$ cat config.mk
export PLATFORM = sky130hd
export DESIGN_NAME = bounded_fifo_with_drop_policy_top
export DESIGN_NICKNAME = d
export VERILOG_FILES = /design/src/hdl/bfdp_pkg.sv /design/src/hdl/bounded_fifo_with_drop_policy_top.sv /design/src/hdl/bfdp_ram.sv /design/src/hdl/bfdp_ctrl.sv
export SDC_FILE = /design/constraint.sdc
export NUM_CORES = 2
export LEC_CHECK = 0
export BUFFER_PORTS_ARGS = -buffer_cell sky130_fd_sc_hd__buf_4
export CORE_ASPECT_RATIO = 1.1
export CORE_MARGIN = 8
export CORE_UTILIZATION = 55
export DETAILED_ROUTE_END_ITERATION = 6
export PLACE_DENSITY = 0.78
export SLEW_MARGIN = 10
export SYNTH_ARGS = -nofsm -noshare
export SYNTH_HDL_FRONTEND = slang
export SYNTH_SLANG_ARGS = --single-unit
$ cat constraint.sdc
create_clock -name clk -period 8.9 [get_ports clk]
set_input_delay 1.335 -clock clk [delete_from_list [all_inputs] [get_ports clk]]
set_output_delay 1.335 -clock clk [all_outputs]
set_load 0.005 [all_outputs]
$ cat src/hdl/bfdp_pkg.sv
// ----------------------------------------------------------------------------
// bfdp_pkg
// Shared types, codes and sizes for the bounded FIFO with drop policy.
// ----------------------------------------------------------------------------
package bfdp_pkg;

  // Storage depth of the record memory.
  localparam int DEPTH = 64;
  localparam int PTR_W = (DEPTH > 1) ? $clog2(DEPTH) : 1;
  localparam int CNT_W = $clog2(DEPTH + 1);

  // Field widths fixed by the interface.
  localparam int VALUE_W = 32;
  localparam int ID_W    = 16;
  localparam int REC_W   = VALUE_W + ID_W;
  localparam int OCC_W   = 7;
  localparam int TOT_W   = 32;
  localparam int CFG_W   = 7;
  localparam int CFGI_W  = 1;

  // Operation codes.
  localparam logic OP_PUSH = 1'b0;
  localparam logic OP_POP  = 1'b1;

  // Result status codes.
  localparam logic [1:0] ST_OK      = 2'd0;
  localparam logic [1:0] ST_REFUSED = 2'd1;
  localparam logic [1:0] ST_EMPTY   = 2'd2;
  localparam logic [1:0] ST_DROPPED = 2'd3;

  // Configuration register indexes.
  localparam logic [CFGI_W-1:0] CFG_MODE     = 1'b0;
  localparam logic [CFGI_W-1:0] CFG_CAPACITY = 1'b1;

  // Capacity after reset.
  localparam logic [CFG_W-1:0] CAP_RESET = 7'd64;

  // Request from the controller to the record memory.
  typedef struct packed {
    logic             we;
    logic [PTR_W-1:0] waddr;
    logic [REC_W-1:0] wdata;
    logic             re;
    logic [PTR_W-1:0] raddr;
  } ram_req_t;

  // Result of one item, apart from the popped record itself.
  typedef struct packed {
    logic             valid;
    logic [1:0]       status;
    logic             pop_ok;
    logic [OCC_W-1:0] occupancy;
    logic [TOT_W-1:0] dropped;
    logic [TOT_W-1:0] received;
    logic [TOT_W-1:0] released;
    logic [OCC_W-1:0] peak;
  } res_t;

endpackage

$ cat src/hdl/bounded_fifo_with_drop_policy_top.sv
// ----------------------------------------------------------------------------
// bounded_fifo_with_drop_policy_top
// Bounded FIFO of sensor records with drop-newest or drop-oldest policy.
// ----------------------------------------------------------------------------
//  Channel   Handshake              Ports
//  input     start & !busy          in_opcode, in_sensor_value, in_sensor_id
//  result    out_valid, one cycle   out_status .. out_peak_occupancy
//  config    cfg_we                 cfg_index, cfg_wdata
//
// One item is taken every cycle; busy stays low.
// The result appears in the cycle after the item; the record memory, whose
// read data is registered, returns a popped record together with it.
// Reset is synchronous and clears pointers, counts and configuration; the
// record memory needs no clearing, as only written entries are read.
// The receiver cannot stall: each result is shown for exactly one cycle.
// ----------------------------------------------------------------------------
module bounded_fifo_with_drop_policy_top (
  input  logic                              clk,
  input  logic                              rst_n,
  input  logic                              start,
  output logic                              busy,
  input  logic                              in_opcode,
  input  logic signed [bfdp_pkg::VALUE_W-1:0] in_sensor_value,
  input  logic [bfdp_pkg::ID_W-1:0]         in_sensor_id,
  output logic                              out_valid,
  output logic [1:0]                        out_status,
  output logic signed [bfdp_pkg::VALUE_W-1:0] out_value,
  output logic [bfdp_pkg::ID_W-1:0]         out_id,
  output logic [bfdp_pkg::OCC_W-1:0]        out_occupancy,
  output logic [bfdp_pkg::TOT_W-1:0]        out_dropped_count,
  output logic [bfdp_pkg::TOT_W-1:0]        out_received_count,
  output logic [bfdp_pkg::TOT_W-1:0]        out_released_count,
  output logic [bfdp_pkg::OCC_W-1:0]        out_peak_occupancy,
  input  logic                              cfg_we,
  input  logic [bfdp_pkg::CFGI_W-1:0]       cfg_index,
  input  logic [bfdp_pkg::CFG_W-1:0]        cfg_wdata
);

  logic                           accept;
  logic [bfdp_pkg::REC_W-1:0]     record;
  logic [bfdp_pkg::REC_W-1:0]     rd_rec;
  bfdp_pkg::ram_req_t             ram_req;
  bfdp_pkg::res_t                 res;

  // Every cycle can take an item.
  assign busy   = 1'b0;
  assign accept = start && !busy;
  assign record = {in_sensor_value, in_sensor_id};

  // Queue controller.
  bfdp_ctrl u_ctrl (
    .clk       (clk),
    .rst_n     (rst_n),
    .accept    (accept),
    .opcode    (in_opcode),
    .record    (record),
    .cfg_we    (cfg_we),
    .cfg_index (cfg_index),
    .cfg_wdata (cfg_wdata),
    .ram_req   (ram_req),
    .res       (res)
  );

  // Record memory.
  bfdp_ram #(
    .WIDTH (bfdp_pkg::REC_W),
    .DEPTH (bfdp_pkg::DEPTH)
  ) u_ram (
    .clk     (clk),
    .we      (ram_req.we),
    .waddr   (ram_req.waddr),
    .wdata   (ram_req.wdata),
    .re      (ram_req.re),
    .raddr   (ram_req.raddr),
    .rdata_r (rd_rec)
  );

  // Result item; the record fields are zero unless a pop succeeded.
  assign out_valid          = res.valid;
  assign out_status         = res.status;
  assign out_value          = res.pop_ok ? rd_rec[bfdp_pkg::REC_W-1:bfdp_pkg::ID_W] : '0;
  assign out_id             = res.pop_ok ? rd_rec[bfdp_pkg::ID_W-1:0] : '0;
  assign out_occupancy      = res.occupancy;
  assign out_dropped_count  = res.dropped;
  assign out_received_count = res.received;
  assign out_released_count = res.released;
  assign out_peak_occupancy = res.peak;

endmodule

$ cat src/hdl/bfdp_ram.sv
// ----------------------------------------------------------------------------
// bfdp_ram
// Generic single-write, single-read synchronous RAM with registered read data.
// ----------------------------------------------------------------------------
module bfdp_ram #(
  parameter int WIDTH = 8,
  parameter int DEPTH = 16
) (
  input  logic                                       clk,
  input  logic                                       we,
  input  logic [((DEPTH > 1) ? $clog2(DEPTH) : 1)-1:0] waddr,
  input  logic [WIDTH-1:0]                           wdata,
  input  logic                                       re,
  input  logic [((DEPTH > 1) ? $clog2(DEPTH) : 1)-1:0] raddr,
  output logic [WIDTH-1:0]                           rdata_r
);

  logic [WIDTH-1:0] mem [DEPTH];

  // Write port.
  always_ff @(posedge clk) begin
    if (we) begin
      mem[waddr] <= wdata;
    end
  end

  // Read port, registered.
  always_ff @(posedge clk) begin
    if (re) begin
      rdata_r <= mem[raddr];
    end
  end

endmodule

$ cat src/hdl/bfdp_ctrl.sv
// ----------------------------------------------------------------------------
// bfdp_ctrl
// Queue controller: pointers, occupancy, policy, statistics and config regs.
// ----------------------------------------------------------------------------
module bfdp_ctrl (
  input  logic                             clk,
  input  logic                             rst_n,
  input  logic                             accept,
  input  logic                             opcode,
  input  logic [bfdp_pkg::REC_W-1:0]       record,
  input  logic                             cfg_we,
  input  logic [bfdp_pkg::CFGI_W-1:0]      cfg_index,
  input  logic [bfdp_pkg::CFG_W-1:0]       cfg_wdata,
  output bfdp_pkg::ram_req_t               ram_req,
  output bfdp_pkg::res_t                   res
);

  // Configuration registers.
  logic                           mode_r;
  logic [bfdp_pkg::CFG_W-1:0]     cap_r;

  // Queue state.
  logic [bfdp_pkg::PTR_W-1:0]     rp_r, rp_nxt;
  logic [bfdp_pkg::PTR_W-1:0]     wp_r, wp_nxt;
  logic [bfdp_pkg::CNT_W-1:0]     cnt_r, cnt_nxt;
  logic [bfdp_pkg::CNT_W-1:0]     hw_r, hw_nxt;
  logic [bfdp_pkg::TOT_W-1:0]     drops_r, drops_nxt;
  logic [bfdp_pkg::TOT_W-1:0]     recv_r, recv_nxt;
  logic [bfdp_pkg::TOT_W-1:0]     rel_r, rel_nxt;

  // Result flags.
  logic                           valid_r;
  logic [1:0]                     status_r, status_nxt;
  logic                           pop_ok_r, pop_ok_nxt;

  logic [31:0]                    live_cap;
  logic                           full;
  logic [bfdp_pkg::PTR_W-1:0]     rp_inc, wp_inc;

  // Capacity out of range is clamped to one entry or the storage depth.
  always_comb begin
    if (cap_r == '0) begin
      live_cap = 32'd1;
    end else if (32'(cap_r) > 32'(bfdp_pkg::DEPTH)) begin
      live_cap = 32'(bfdp_pkg::DEPTH);
    end else begin
      live_cap = 32'(cap_r);
    end
  end

  assign full = (32'(cnt_r) >= live_cap);

  // Pointers wrap at the storage depth.
  assign rp_inc = (32'(rp_r) == 32'(bfdp_pkg::DEPTH - 1)) ? '0 : rp_r + 1'b1;
  assign wp_inc = (32'(wp_r) == 32'(bfdp_pkg::DEPTH - 1)) ? '0 : wp_r + 1'b1;

  // Next state of the queue for the accepted item.
  always_comb begin
    rp_nxt     = rp_r;
    wp_nxt     = wp_r;
    cnt_nxt    = cnt_r;
    hw_nxt     = hw_r;
    drops_nxt  = drops_r;
    recv_nxt   = recv_r;
    rel_nxt    = rel_r;
    status_nxt = bfdp_pkg::ST_OK;
    pop_ok_nxt = 1'b0;
    ram_req    = '0;
    ram_req.waddr = wp_r;
    ram_req.wdata = record;
    ram_req.raddr = rp_r;
    if (accept) begin
      if (opcode == bfdp_pkg::OP_PUSH) begin
        if (full) begin
          if (mode_r && (cnt_r != '0)) begin
            // Discard the oldest record, then append; occupancy is unchanged.
            rp_nxt     = rp_inc;
            wp_nxt     = wp_inc;
            drops_nxt  = drops_r + 1'b1;
            rel_nxt    = rel_r + 1'b1;
            recv_nxt   = recv_r + 1'b1;
            ram_req.we = 1'b1;
            status_nxt = bfdp_pkg::ST_DROPPED;
            if (cnt_r > hw_r) begin
              hw_nxt = cnt_r;
            end
          end else begin
            status_nxt = bfdp_pkg::ST_REFUSED;
          end
        end else begin
          // Plain append.
          wp_nxt     = wp_inc;
          cnt_nxt    = cnt_r + 1'b1;
          recv_nxt   = recv_r + 1'b1;
          ram_req.we = 1'b1;
          if (cnt_nxt > hw_r) begin
            hw_nxt = cnt_nxt;
          end
        end
      end else begin
        if (cnt_r == '0) begin
          status_nxt = bfdp_pkg::ST_EMPTY;
        end else begin
          // Read the oldest record; the data comes back with the strobe.
          ram_req.re = 1'b1;
          pop_ok_nxt = 1'b1;
          rp_nxt     = rp_inc;
          cnt_nxt    = cnt_r - 1'b1;
          rel_nxt    = rel_r + 1'b1;
        end
      end
    end
  end

  // Configuration registers.
  always_ff @(posedge clk) begin
    if (!rst_n) begin
      mode_r <= 1'b0;
      cap_r  <= bfdp_pkg::CAP_RESET;
    end else if (cfg_we) begin
      case (cfg_index)
        bfdp_pkg::CFG_MODE:     mode_r <= cfg_wdata[0];
        bfdp_pkg::CFG_CAPACITY: cap_r  <= cfg_wdata;
        default: ;
      endcase
    end
  end

  // Queue state and statistics.
  always_ff @(posedge clk) begin
    if (!rst_n) begin
      rp_r    <= '0;
      wp_r    <= '0;
      cnt_r   <= '0;
      hw_r    <= '0;
      drops_r <= '0;
      recv_r  <= '0;
      rel_r   <= '0;
      valid_r <= 1'b0;
    end else begin
      rp_r    <= rp_nxt;
      wp_r    <= wp_nxt;
      cnt_r   <= cnt_nxt;
      hw_r    <= hw_nxt;
      drops_r <= drops_nxt;
      recv_r  <= recv_nxt;
      rel_r   <= rel_nxt;
      valid_r <= accept;
    end
  end

  // Result flags need no reset; the strobe qualifies them.
  always_ff @(posedge clk) begin
    status_r <= status_nxt;
    pop_ok_r <= pop_ok_nxt;
  end

  // The state registers already hold the values after the item.
  assign res.valid     = valid_r;
  assign res.status    = status_r;
  assign res.pop_ok    = pop_ok_r;
  assign res.occupancy = bfdp_pkg::OCC_W'(cnt_r);
  assign res.dropped   = drops_r;
  assign res.received  = recv_r;
  assign res.released  = rel_r;
  assign res.peak      = bfdp_pkg::OCC_W'(hw_r);

`ifndef ASSERT_OFF
  // Occupancy never goes past the storage depth.
  a_occ_bound: assert property (@(posedge clk) disable iff (!rst_n)
    32'(cnt_r) <= 32'(bfdp_pkg::DEPTH))
    else $error("occupancy exceeds storage depth");

  // The high-water mark covers the current occupancy.
  a_peak_cover: assert property (@(posedge clk) disable iff (!rst_n)
    hw_r >= cnt_r)
    else $error("high-water mark below occupancy");

  // Every accepted item gives a result in the next cycle.
  a_strobe: assert property (@(posedge clk) disable iff (!rst_n)
    accept |=> valid_r)
    else $error("missing result strobe");

  // A pop that finds records leaves one fewer.
  a_pop_dec: assert property (@(posedge clk) disable iff (!rst_n)
    (accept && (opcode == bfdp_pkg::OP_POP) && (cnt_r != '0)) |=>
    (cnt_r == bfdp_pkg::CNT_W'($past(cnt_r) - 1'b1)))
    else $error("pop did not decrement occupancy");

  // The memory is never written and read for the same item.
  a_ram_excl: assert property (@(posedge clk) disable iff (!rst_n)
    !(ram_req.we && ram_req.re))
    else $error("record memory read and written together");
`endif

endmodule

Yosys cells after proc, flatten, opt, wreduce, memory -nomap -nowiden
Memory sizes are Yosys's and may differ from the RTL's. A register that Yosys moved wholly into a read port is not among the register bits.
Index checks and enable logic that the tools add are counted.
{"block": "op_classes", "n_addsub": 7, "magnitude_cmp": 4, "n_eq_ne": 6, "n_mux": 38, "n_bitwise": 2, "reduce_logical": 14}
{"operator": "$mux W32", "count": 8}
{"operator": "$add A32 B1 Y32 const B", "count": 3}
{"operator": "$mux W7", "count": 8}
{"operator": "$mux W6", "count": 8}
{"operator": "$ge A7 B32 Y1", "count": 1}
{"operator": "$mux W16", "count": 1}
{"operator": "$gt A7 B7 Y1", "count": 2}
{"operator": "$logic_not A7 Y1", "count": 2}
{"operator": "$add A6 B1 Y6 const B", "count": 2}
{"operator": "$eq A6 B6 Y1 const B", "count": 2}
{"operator": "$mux W1", "count": 9}
{"operator": "$mux W2", "count": 4}
{"operator": "$ne A2 B2 Y1 const B", "count": 4}
{"operator": "$reduce_and A4 Y1", "count": 2}
{"operator": "$add A7 B1 Y7 const B", "count": 1}
{"operator": "$gt A7 B7 Y1 const B", "count": 1}
{"operator": "$reduce_bool A7 Y1", "count": 1}
{"operator": "$sub A7 B1 Y7 const B", "count": 1}
{"operator": "$reduce_and A3 Y1", "count": 2}
{"operator": "$reduce_bool A2 Y1", "count": 3}
{"operator": "$reduce_and A5 Y1", "count": 1}
{"operator": "$reduce_and A2 Y1", "count": 2}
{"operator": "$not A1 Y1", "count": 2}
{"operator": "$logic_and A1 B1 Y1", "count": 1}
{"block": "totals", "regBits": 134, "ram_bits": 3072, "word_cells": 84, "memories": 1}
{"memory": "u_ram.mem", "depth": 64, "word_bits": 48, "rd": 1, "rd_ports_with_merged_regs": 1, "write_ports": 1, "line": "bfdp_ram.sv:18", "source": "logic [WIDTH-1:0] mem [DEPTH];"}

Logic depth before layout (Yosys ltp)
{"block": "depth", "word_depth": 9, "depth_mapped": 12}

Modules after synthesis
Synthesis repeated with hierarchy kept, for this count alone.
{"block": "hier_totals", "hier_cells": 5911, "hier_area_um2": 125444.1}
{"module": "bfdp_ram", "instances": 1, "cells_each": 4970, "area_each_um2": 117597.8, "seq_area_each_um2": 93689.9}
{"module": "bfdp_ctrl", "instances": 1, "cells_each": 886, "area_each_um2": 7464.7, "seq_area_each_um2": 2682.6}
{"module": "bounded_fifo_with_drop_policy_top", "instances": 1, "cells_each": 55, "area_each_um2": 381.6, "seq_area_each_um2": 0.0}

Least setup slack after synthesis
OpenSTA, ideal clock, no wires.
{"block": "synth_path", "kind": "flip-flop to flip-flop", "from": "register u_ctrl.cnt_r[0] (netlist bit)", "to": "memory u_ram.mem[26][0] (netlist bit) (enable)", "setup_time_ps": 454, "arrival_time_ps": 4586, "setup_slack_ps": 3861, "path_stages_with_launch": 10, "path_cell_list": "dfxtp_1 -> inv_1 -> ha_1 -> nand2b_1 -> a211o_1 -> a21boi_2 -> o21ai_1 -> or4b_2 -> buf_2 -> nor2_1"}
{"block": "synth_via", "elab_chain_len": 8, "elab_cells_between_ends": 9}
{"element": "start, declared", "line": "bfdp_ctrl.sv:25", "source": "logic [bfdp_pkg::CNT_W-1:0] cnt_r, cnt_nxt;"}
{"element": "start signal, assigned", "line": "bfdp_ctrl.sv:143", "source": "cnt_r <= cnt_nxt;"}
{"element": "parallel branches: the longest is 3 deep, another holds $ge A7 B32 Y1"}
{"element": "$mux W1 *", "line": "bfdp_ctrl.sv:74", "source": "if (full) begin"}
{"element": "$mux W1 *", "line": "bfdp_ctrl.sv:73", "source": "if (opcode == bfdp_pkg::OP_PUSH) begin"}
{"element": "$mux W1 *", "line": "bfdp_ctrl.sv:72", "source": "if (accept) begin"}
{"element": "$mux W1 *", "line": "bfdp_ram.sv:22", "source": "if (we) begin"}
{"element": "$mux W1 (not written as such) *", "line": "bfdp_ram.sv:23", "source": "mem[waddr] <= wdata;"}
{"element": "end, declared", "line": "bfdp_ram.sv:18"}
Every way passes the cells marked *.

Worst setup path after layout
{"block": "layout_path", "from": "register u_ctrl.cnt_r[0] (netlist bit)", "to": "memory u_ram.mem[60][31] (netlist bit) (enable)"}
Same word-level chain as after synthesis.

==> qor.txt <==
HPWL after DPL: 190000 um
critical path arrival: 5.88 ns
Setup TNS Final: 0 ns
synth top area cells: edfxtp_1 74%, mux4_2 16%, dfxtp_1 2.1%
xor-xnor portion of the synthesized cell area: 0.543%
Async SR Flop Fraction: 0%
pin count of the biggest net entering global routing: 130
cts repair resizes: 0
highest clock rate: 0.187 GHz
Residual DRC: 0
IO buf count: 221
Syn Inst Count: 5714
EDFF count, synth: 3120
FP Rows: 184
share of post-route cells with drive strength above 1: 28.6%
status: finished clean
GP Congestion: 0.849
most used cell, CP: buf_4
Final Setup Violations: 0
hold_buf cts: 0
post-CTS setup buffers: 0
Clock Latency Late Sink: 0.99 ns
Seq cells post-synth: 3254
Least-Margin Pin Slew: 1.31 ns
crit-path max cell delay: 0.93 ns
pre-CTS WS: 3.70 ns
1st-iter DRT viols: 10300
routed length per instance: 37.6 um
CTS clock-pin slew for the worst setup and hold paths: 0.06 ns
root buf cell: clkbuf_16
num ports: 223
Post-Synth Adder-Cell Area: 0.289%
Synth Area in Simple Gates: 2.67%
most common cell in the netlist: edfxtp_1
Die Y: 518 um
Netlist Area Pre-Place: 126000 sq um
CP required: 9.43 ns
Peak VDD IR: 0.000269 V
Avg Inst Size Synth: 22.0 sq um
critical path class: reg -> reg
hold crit path type: reg -> reg
TritonCTS Buffers: 328
CTS tree: yes
Yosys top cell area share: 74.5%
final wirelength: 351000 um
vias in the first global route: 65600
Compound-Gate Fraction of Synth Area: 1.88%
CP delay by family, top: simple AND/OR/NAND/NOR gates
Power Density: 239 nW/um^2
mux share of post-synthesis cell area: 16.6%
Static Leak: 43.0 nW
CTS H-tree depth: 5
Synth top cells by count: 3120 x edfxtp_1, 876 x mux4_2, 206 x nor2_1, 134 x dfxtp_1, 133 x nand2_1
core box area: 228000 sq um
gr ovfl total: 0
Layout area overhead: 12.7%
final slew viol count: 0
routed vias: 65500
Total GRT Usage: 28.1%
largest family of logic cells by synthesized area: multiplexers
Tmin final: 5.35 ns
crit share post-route: 60.1%
unrepaired setup endpoints after global routing: false
crit start category: flip-flop
vias per inst: 7.02
Worst path slowest cell: nor2_4
Cell Chain, Critical Path: inv_1 > ha_1 > nand2b_1 > a211oi_1 > o21ai_1 > buf_4 > a21oi_2 > nand3_1 > buf_4 > nor2_4 > buf_4
max_slew headroom: 12.1%
nets@finish: 6177
Worst Path Buf+Inv: 4
initial antenna violation count: 27
DIE WIDTH: 472 um
largest area contributor in the netlist: edfxtp_1
Worst Skew: 0.0994 ns
Mapped Nets: 5804
Syn. warnings: 0
Initial Util: 55.2%
DRT Pass-1 Iters: 7
clock sinks: 3254
Die ar.: 244000 sq um
first-pass GRT wire length: 494000 um
Seq/Total Area, Yosys: 76.6%
setup slack after layout: 3.55 ns
count of cell types in the netlist: 70
max capacitance violation total: 0
Hold Vio Cnt, Final: 0
Max clock buf depth: 4
prevailing post-synth register cell: edfxtp_1
crit-path max FO: 26
Crit. End Element: flip-flop
Routed Antenna Nets: 0
[path summary, 6_finish.rpt]
kind,startpoint,to,slack [ns],cells after the start
hold / removal,u_ctrl.hw_r[2]$_SDFFE_PN0P_,u_ctrl.hw_r[2]$_SDFFE_PN0P_,0.48,2
setup reg to reg,u_ctrl.cnt_r[0]$_SDFFE_PN0P_,u_ram.mem[60][31]$_DFFE_PP_,3.55,11
setup / recovery,u_ctrl.cnt_r[0]$_SDFFE_PN0P_,u_ram.mem[60][31]$_DFFE_PP_,3.55,11
hold reg to reg,u_ctrl.hw_r[2]$_SDFFE_PN0P_,u_ctrl.hw_r[2]$_SDFFE_PN0P_,0.48,2
[flip-flops by register name, indices dropped and copies added, names as in the netlist]
name and cells:
u_ctrl.cap_r 7, u_ctrl.valid_r 1, u_ram.mem 3072, u_ctrl.status_r 2, u_ctrl.hw_r 7, u_ctrl.wp_r 6
u_ctrl.mode_r 1, u_ctrl.drops_r 32, u_ctrl.cnt_r 7, u_ram.rdata_r 48, u_ctrl.pop_ok_r 1, u_ctrl.recv_r 32
u_ctrl.rel_r 32, u_ctrl.rp_r 6
[per-layer routing]
layer / track usage, % / vias to the layer above / part of all wire, % / wire length [um]
li1: - / 24800 / - / -
met1: 36.7 / 33900 / 34 / 119000
met2: 44.6 / 5793 / 48 / 168000
met3: 7.46 / 972 / 13 / 44400
met4: 13.2 / 12 / 5.7 / 19800
met5: 0 / - / 0.024 / 85
[where the power goes]
group / total (mW) / leakage (nW) / internal (mW) / switching, mW
clock network: 13.6 / 5.04 / 7.77 / 5.80
registers: 17.1 / 29.1 / 16.9 / 0.165
logic: 3.22 / 8.81 / 1.39 / 1.83
total: 33.9 / 43.0 / 26.1 / 7.79
[cell families (layout without fill, tap and decap cells)]
| kind of cell | count (synthesis) | in the layout |
|---|---|---|
| other | 1 | 25 |
| muxes | 992 | 992 |
| DFF | 3254 | 3254 |
| and+or+nand+nor | 675 | 675 |
| buffers and inverters | 353 | 969 |
| xor gates and xnor gates | 78 | 78 |
| AOI/OAI and AO/OA | 332 | 332 |
| adders and majority gates | 29 | 29 |
[worst reg2reg max path, cell delays in order (launching register included)]
cell and delay [ns]:
dfxtp_1 0.52, inv_1 0.21, ha_1 0.33, nand2b_1 0.16
a211oi_1 0.46, o21ai_1 0.12, buf_4 0.23, a21oi_2 0.74
nand3_1 0.31, buf_4 0.31, nor2_4 0.94, buf_4 0.60
[final cells by class]
type / instances / area (sq um)
Antenna cell: 24 / 60.1
Tap cell: 2976 / 3720
Inverter: 35 / 141
Timing Repair Buffer: 361 / 2850
Fill cell: 14500 / 86200
Clock buffer: 395 / 8570
Clock inverter: 178 / 1770
Sequential cell: 3254 / 96400
Multi-Input combinational cell: 2107 / 28200
[stage by stage]
step	cell area, sq um	power, mW	cells	hold WS, ns	util (%)
2_1_floorplan	126000	19.4	5714	0.436	-
3_3_place_gp	131000	20.5	8733	0.453	57.6
3_5_place_dp	131000	20.6	8733	0.456	57.6
4_1_cts	142000	34.0	9306	0.477	62.1
5_1_grt	142000	34.6	9320	0.487	62.2
6_report	142000	33.9	9330	0.479	62.2
[placed cells by master (no fill, tap or decap), types with 70 or more instances in the layout]
cell / instances
nand2_1: 133
xnor2_1: 74
dfxtp_1: 127
a21oi_1: 70
buf_4: 350
mux2i_1: 95
mux4_2: 876
clkbuf_16: 332
and2_1: 72
edfxtp_1: 3120
nor2_1: 142
No activity file was read; power rests on OpenSTA's default activity.
